**config.mk**
```make
export PLATFORM = sky130hd
export DESIGN_NAME = snrt_cell
export DESIGN_NICKNAME = d
export VERILOG_FILES = /design/src/hdl/snrt_pkg.sv /design/src/hdl/snrt_cell.sv
export SDC_FILE = /design/constraint.sdc
export NUM_CORES = 1
export LEC_CHECK = 0
export BUFFER_PORTS_ARGS = -buffer_cell sky130_fd_sc_hd__buf_2
export CAP_MARGIN = 20
export CELL_PAD_IN_SITES_DETAIL_PLACEMENT = 1
export CELL_PAD_IN_SITES_GLOBAL_PLACEMENT = 2
export CORE_AREA = 2 2 219 221
export DETAILED_ROUTE_END_ITERATION = 7
export DIE_AREA = 0 0 221 223
export MAX_ROUTING_LAYER = met4
export PLACE_DENSITY = 0.79
export SYNTH_ARGS = -nofsm -noshare
export SYNTH_HDL_FRONTEND = slang
export SYNTH_SLANG_ARGS = --single-unit
```
**constraint.sdc**
```tcl
create_clock -name i_clk -period 5.65 [get_ports i_clk]
set_input_delay 1.4125 -clock i_clk [delete_from_list [all_inputs] [get_ports i_clk]]
set_output_delay 1.4125 -clock i_clk [all_outputs]
set_load 0.02 [all_outputs]
```
**src/hdl/snrt_pkg.sv**
```systemverilog
// ----------------------------------------------------------------------------
// snrt_pkg
// shared types and constants for the sorted nonce replay table
// ----------------------------------------------------------------------------
`default_nettype none

package snrt_pkg;

    localparam int DEPTH_DEF   = 64;
    localparam int VAL_W       = 64;
    localparam int TIME_W      = 32;
    localparam int CNT_OUT_W   = 7;
    localparam logic [TIME_W-1:0] STALE_RST = 32'd60;

    typedef enum logic [1:0] {
        CMD_STORE = 2'd0,
        CMD_FIND  = 2'd1,
        CMD_PURGE = 2'd2,
        CMD_NOP   = 2'd3
    } t_cmd;

    typedef enum logic [1:0] {
        ST_OK   = 2'd0,
        ST_MISS = 2'd1,
        ST_FULL = 2'd2
    } t_status;

    typedef enum logic [1:0] {
        OP_HOLD,
        OP_CMP,
        OP_INS,
        OP_PRG
    } t_cell_op;

    typedef enum logic [2:0] {
        S_IDLE,
        S_CMP,
        S_UPD,
        S_PRG,
        S_OUT
    } t_state;

    typedef struct packed {
        logic              valid;
        logic [VAL_W-1:0]  value;
        logic [TIME_W-1:0] ctime;
    } t_cell_data;

    typedef struct packed {
        t_cell_op          op;
        logic [VAL_W-1:0]  nonce;
        logic [TIME_W-1:0] now;
        logic [TIME_W-1:0] stale_time;
    } t_cell_ctl;

endpackage

`default_nettype wire

```
**src/hdl/snrt_cell.sv**
```systemverilog
// ----------------------------------------------------------------------------
// snrt_cell
// one slot of the sorted chain: holds an entry, compares, inserts and compacts
// ----------------------------------------------------------------------------
`default_nettype none

module snrt_cell
    import snrt_pkg::*;
(
    input  wire logic              i_clk,
    input  wire logic              i_rst_n,
    input  wire t_cell_ctl         i_ctl,
    input  wire t_cell_data        i_prev,
    input  wire logic              i_prev_lt,
    input  wire logic              i_prev_eq,
    input  wire logic              i_prev_del_upto,
    input  wire t_cell_data        i_next,
    input  wire logic              i_next_del,
    output t_cell_data             o_data,
    output logic                   o_lt,
    output logic                   o_eq,
    output logic                   o_del,
    output logic                   o_del_upto,
    output logic                   o_hit,
    output logic [TIME_W-1:0]      o_ins_time,
    output logic [TIME_W-1:0]      o_hit_time,
    output logic [VAL_W-1:0]       o_last_value
);

    logic              r_valid;
    logic [VAL_W-1:0]  r_value;
    logic [TIME_W-1:0] r_ctime;
    logic              r_lt;
    logic              r_eq;
    logic              r_del;

    logic              w_ins;
    logic [TIME_W-1:0] w_new_time;
    logic [TIME_W-1:0] w_age;
    logic              w_stale;

    assign w_ins      = !r_lt && i_prev_lt;
    assign w_new_time = r_valid ? i_prev.ctime : i_ctl.now;
    assign w_age      = i_ctl.now - r_ctime;
    assign w_stale    = (i_ctl.now >= r_ctime) && (w_age >= i_ctl.stale_time);

    // control: valid bit and compare flags
    always_ff @(posedge i_clk) begin
        if (!i_rst_n) begin
            r_valid <= 1'b0;
            r_lt    <= 1'b0;
            r_eq    <= 1'b0;
            r_del   <= 1'b0;
        end else begin
            case (i_ctl.op)
                OP_CMP: begin
                    r_lt  <= r_valid && (r_value < i_ctl.nonce);
                    r_eq  <= r_valid && (r_value == i_ctl.nonce);
                    r_del <= r_valid && i_next.valid && w_stale;
                end
                OP_INS: begin
                    if (!r_lt) begin
                        r_valid <= w_ins ? 1'b1 : i_prev.valid;
                    end
                end
                OP_PRG: begin
                    if (o_del_upto) begin
                        r_valid <= i_next.valid;
                        r_del   <= i_next_del;
                    end
                end
                default: begin
                end
            endcase
        end
    end

    // payload
    always_ff @(posedge i_clk) begin
        case (i_ctl.op)
            OP_INS: begin
                if (!r_lt) begin
                    if (w_ins) begin
                        r_value <= i_ctl.nonce;
                        r_ctime <= w_new_time;
                    end else begin
                        r_value <= i_prev.value;
                        r_ctime <= i_prev.ctime;
                    end
                end
            end
            OP_PRG: begin
                if (o_del_upto) begin
                    r_value <= i_next.value;
                    r_ctime <= i_next.ctime;
                end
            end
            default: begin
            end
        endcase
    end

    assign o_data.valid  = r_valid;
    assign o_data.value  = r_value;
    assign o_data.ctime  = r_ctime;
    assign o_lt          = r_lt;
    assign o_eq          = r_eq;
    assign o_del         = r_del;
    assign o_del_upto    = r_del || i_prev_del_upto;
    assign o_hit         = r_eq && !i_prev_eq;
    assign o_hit_time    = o_hit ? r_ctime : '0;
    assign o_ins_time    = w_ins ? w_new_time : '0;
    assign o_last_value  = (r_valid && !i_next.valid) ? r_value : '0;

endmodule

`default_nettype wire
```
Word-level counts from Yosys, hierarchy flattened
Cells that the tools add are included.
W data, S select, Z words.
{ "totals": {"output_inout_bits": 230, "input_bits": 330, "elab_cells": 50, "ff_bits": 100} }
{ "classes": {"addsub": 1, "muxes": 18, "eq_ne": 6, "n_lt_le_gt_ge": 3, "n_reduce_logical": 16} }
{ "op_table": {"columns": ["operator", "count"], "rows": [
  ["$mux W64", 4],
  ["$mux W32", 6],
  ["$pmux W64 S2", 1],
  ["$eq A64 B64 Y1", 1],
  ["$ge A32 B32 Y1", 2],
  ["$lt A64 B64 Y1", 1],
  ["$pmux W32 S2", 1],
  ["$sub A32 B32 Y32", 1],
  ["$logic_and A1 B1 Y1", 8],
  ["$eq A2 B2 Y1 const B", 2],
  ["$mux W1", 4],
  ["$ne A2 B2 Y1 const B", 2],
  ["$pmux W1 S2", 2],
  ["$reduce_bool A2 Y1", 2],
  ["$logic_not A1 Y1", 3],
  ["$reduce_and A3 Y1", 1],
  ["$eq A2 B1 Y1 const B", 1],
  ["$reduce_and A2 Y1", 1],
  ["$logic_or A1 B1 Y1", 1]
]} }

Logic depth before layout (Yosys ltp)
{ "logic_depth": {"word_depth": 5, "depth_mapped": 21, "mapped_depth_nobuf": 21} }

Least setup slack after synthesis
No wires, ideal clock.
{ "synth_path": {"path_type": "input to register", "start": "input port i_ctl[32] (netlist bit)", "end": "register r_del (netlist: o_del)", "path_slack_ns": 0.908, "t_required_ns": 5.520, "stages": 21, "t_arrival_ns": 4.612, "setup_ns": 0.130, "path_buffers": 0, "path_cell_list": "inv_1 ha_1 fa_1 nor2b_4 o211ai_2 a21boi_1 o21a_1 o21ai_0 a21boi_1 or2_1 a21oi_1 xnor2_1 ha_1 a21o_1 a21o_1 a211oi_1 o21bai_1 a221oi_1 nor4_1 o21ai_0 a21oi_1"} }
{ "synth_via": {"elab_chain_len": 5, "elab_cells_between_ends": 6, "cone_classes": "1 x add/sub; 2 x order compare; 1 x mux; 2 x reduce/logical"} }
{ "synth_lines": {"columns": ["element", "line_no", "rtl"], "rows": [
  ["from (decl)", "snrt_cell.sv:12", "input wire t_cell_ctl i_ctl,"],
  ["$sub A32 B32 Y32", "snrt_cell.sv:44", "assign w_age = i_ctl.now - r_ctime;"],
  ["$ge A32 B32 Y1", "snrt_cell.sv:45", "assign w_stale = (i_ctl.now >= r_ctime) && (w_age >= i_ctl.stale_time);"],
  ["$logic_and A1 B1 Y1 *", "snrt_cell.sv:45", null],
  ["$logic_and A1 B1 Y1 *", "snrt_cell.sv:59", "r_del <= r_valid && i_next.valid && w_stale;"],
  ["$pmux W1 S2 *", "snrt_cell.sv:55", "case (i_ctl.op)"],
  ["to (signal assigned)", "snrt_cell.sv:59", null],
  ["to (signal assigned)", "snrt_cell.sv:69", "r_del <= i_next_del;"],
  ["to (decl)", "snrt_cell.sv:35", "logic r_del;"]
]} }
Every way passes the cells marked *; elsewhere a longest branch is shown, timed or not.
A chain may end at the register's enable or synchronous reset.

Worst setup path after layout
Same ends and word-level chain as after synthesis.

==> results.sh <==
export IMPL_viasPerCell=4.65
export IMPL_clockRootBuffer="clkbuf_16"
export IMPL_critical_path_class="input port to register"
export IMPL_drc=0
export IMPL_synth_edf_count=96
export IMPL_fin_area_mm2=0.0142
export IMPL_gp_congestion=0.880
export IMPL_peakVddDrop_v=0.000112
export IMPL_fmaxAchievable_mhz=192
export IMPL_crit_required_ns=5.91
export IMPL_min_delay_start="o_eq$_SDFFE_PN0P_"
export IMPL_ys_top_cells_by_area="edfxtp_1 28%, ha_1 15%, mux2i_1 6.3%, o21ai_0 6.0%, and2_1 5.9%"
export IMPL_netlist_area_leader_share_pct=27.5
export IMPL_slew_headroom_pct=33.7
export IMPL_fin_nets=2290
export IMPL_yosysSeqAreaShare_pct=28.3
export IMPL_antenna_found_initial=14
export IMPL_grt_setup_unrepaired="false"
export IMPL_cp_start_kind="input port"
export IMPL_row_count=80
export IMPL_arrival_ns=5.47
export IMPL_dp_cells=2435
export IMPL_routed_via_count=11500
export IMPL_worstMarginPinSlew_ns=0.994
export IMPL_clkSlewWorstSetupHoldPaths_ns=0.09
export IMPL_placed_area_mm2=0.0139
export IMPL_postCtsSetupBuffers=0
export IMPL_synthFlopType="edfxtp_1"
export IMPL_synth_area_per_cell_um2=7.95
export IMPL_fin_ws_ns=0.447
export IMPL_wl_per_cell_um=19.2
export IMPL_synth_top_area_cell="edfxtp_1"
export IMPL_core_area_mm2=0.0471
export IMPL_cts_sinks=100
export IMPL_io_pins=560
export IMPL_critPathMaxFanout=3
export IMPL_portBuffers=559
export IMPL_design_die_area_mm2=0.0493
export IMPL_skew_ns=0.0148
export IMPL_cts_hold_buf=0
export IMPL_clk_path_buf_depth=2
export IMPL_hold_depth=2
export IMPL_r2r_cells=20
export IMPL_fp_dieW_um=221
export IMPL_cts_buffers=9
export IMPL_syn_area_mm2=0.0105
export IMPL_fin_util_pct=30.2
export IMPL_synth_seq_cells=100
export IMPL_drt_initial_drc_count=358
export IMPL_cts_tree="yes"
export IMPL_rrSetupSlack_ns=1.15
export IMPL_grt_pass1_wl_um=71100
export IMPL_cts_max_level=3
export IMPL_fin_crit_sh_pct=92.1
export IMPL_ys_warn_count=0
export IMPL_die_h_um=223
export IMPL_totalWireLength_um=47400
export IMPL_holdPathEnd="o_eq$_SDFFE_PN0P_"
export IMPL_overflow=0
export IMPL_maxCapViolCount=0
export IMPL_dr_pass1_iters=5
export IMPL_tns_ns=0
export IMPL_area_growth_pct=35.9
export IMPL_antenna_violating_nets_post_route=0
export IMPL_drive_gt1_share_pct=33.3
export IMPL_p_leak_nw=7.28
export IMPL_outcome="complete, no violations"
export IMPL_r2r_end="o_del$_SDFFE_PN0P_"
export IMPL_finalMaxSlewViolations=0
export IMPL_final_min_clock_period_ns=5.20
export IMPL_hold_path_class="register to register"
export IMPL_synthCells=1318
export IMPL_fin_cells=2465
export IMPL_cp_end_kind="register"
export IMPL_async_reset_ff_share_pct=0
export IMPL_gr_usage_all_layers_pct=19.2
export IMPL_grt_max_degree=104
export IMPL_cts_resized=0
export IMPL_initial_core_util_pct=22.2
export IMPL_powerDensity_mw_per_mm2=197
export IMPL_hold_violations=0
export IMPL_grt_pass1_vias=12200
export IMPL_clk_latency_ns=0.40
export IMPL_post_place_ws_ns=0.0261
export IMPL_synth_cell_types=63
export IMPL_hpwl_um=38800
export IMPL_synth_fp_nets=1777
export IMPL_setup_violations=0
export IMPL_rr_startpoint="r_ctime[0]$_DFFE_PP_"
## sequential cells by signal, indices dropped and copies added, names as in the netlist
signal,count
o_eq,1
o_del,1
r_ctime,32
r_valid,1
r_value,64
o_lt,1
## cells in the mapped netlist (2+ instances only)
master,instances
a21boi_1,3
o2111ai_1,3
o211ai_2,2
a21oi_1,113
a2111oi_0,2
edfxtp_1,96
a211oi_1,9
a211o_1,2
ha_1,128
nor2_1,129
o211ai_1,5
xnor2_1,17
nand3_1,9
nand2_1,135
buf_1,7
xor2_1,7
inv_1,135
nor4_1,5
o21bai_1,4
nor2b_1,16
nor3_1,10
a31oi_1,5
o21ai_2,4
dfxtp_1,4
nand4_1,24
a221oi_1,2
clkbuf_1,50
nand2b_1,12
buf_2,8
mux2i_1,66
a21o_1,39
a21oi_2,3
o21ai_0,126
o21ai_1,4
o21a_1,4
a221oi_2,3
and2_1,99
nand4b_1,3
## worst max path at each step
stage | from | endpoint | slack [ns] | depth (start not counted)
global route | i_ctl[32] | o_del$_SDFFE_PN0P_ | 0.11 | 22
CTS | i_ctl[32] | o_del$_SDFFE_PN0P_ | 0.46 | 22
finish | i_ctl[32] | o_del$_SDFFE_PN0P_ | 0.45 | 22
detailed placement | i_ctl[32] | o_del$_SDFFE_PN0P_ | 0.03 | 22
floorplan | i_ctl[32] | o_del$_SDFFE_PN0P_ | 0.91 | 21
global placement | i_ctl[32] | o_del$_SDFFE_PN0P_ | 0.17 | 22
## per-stage QoR
step | hold slack (ns) | total power [mW]
after floorplan | 0.536 | 1.66
after global placement | 0.529 | 2.08
after detailed placement | 0.540 | 2.11
after CTS | 0.558 | 2.85
after global routing | 0.605 | 2.99
final | 0.570 | 2.80
## worst max-delay path: stages
cell and delay [ns]:
buf_2 0.11, inv_1 0.05, ha_1 0.22, fa_1 0.45
nor2b_4 0.15, o211ai_2 0.08, a21boi_1 0.25, o21a_1 0.20
o21ai_0 0.11, a21boi_1 0.26, or2_1 0.18, a21oi_1 0.09
xnor2_1 0.20, ha_1 0.28, a21o_1 0.17, a21o_1 0.18
a211oi_1 0.22, o21bai_1 0.10, a221oi_1 0.44, nor4_1 0.09
o21ai_0 0.17, a21oi_1 0.05
## cell usage in the layout (no fill, tap or decap), drive strengths merged, types with 12 or more instances in the layout
master	n
o21ai	134
xnor2	17
nand2	136
edfxtp	96
a21o	40
nor2b	17
diode	14
nor2	130
ha	128
buf	569
and2	99
inv	140
nand4	24
a21oi	117
nand2b	12
mux2i	66
## cell type report
cell class,count,area (µm²)
antenna,14,35.0
clock buffer,9,225
clock inverter,7,87.6
fill,5905,32900
inverter,135,507
multi-input combinational,1016,6770
sequential,100,2960
tap,615,769
timing repair buffer,569,2890
## cells by family (layout without fill, tap and decap cells)
kind of cell | Yosys count | after routing | synth area share [%]
simple gates | 451 | 451 | 20.7
compound gates | 346 | 346 | 19.8
buf+inv | 202 | 720 | 7.44
fa+ha+maj | 129 | 129 | 15.5
flops | 100 | 100 | 28.3
mux | 66 | 66 | 6.31
xor+xnor | 24 | 24 | 2.01
other cells | 0 | 14 | 0
## routing by layer
layer	GRT usage (%)	part of all wire (%)	vias to the layer above
li1	-	-	5616
met1	21.9	41	5451
met2	33.9	51	350
met3	3.83	5.6	45
met4	5.67	1.9	0
met5	-	0	-
## power by group
| group | total [mW] | internal, mW | switching (mW) |
|---|---|---|---|
| clock | 0.718 | 0.357 | 0.361 |
| combinational | 1.14 | 0.458 | 0.681 |
| sequential | 0.945 | 0.889 | 0.0562 |
No activity file was read; power rests on OpenSTA's default activity.
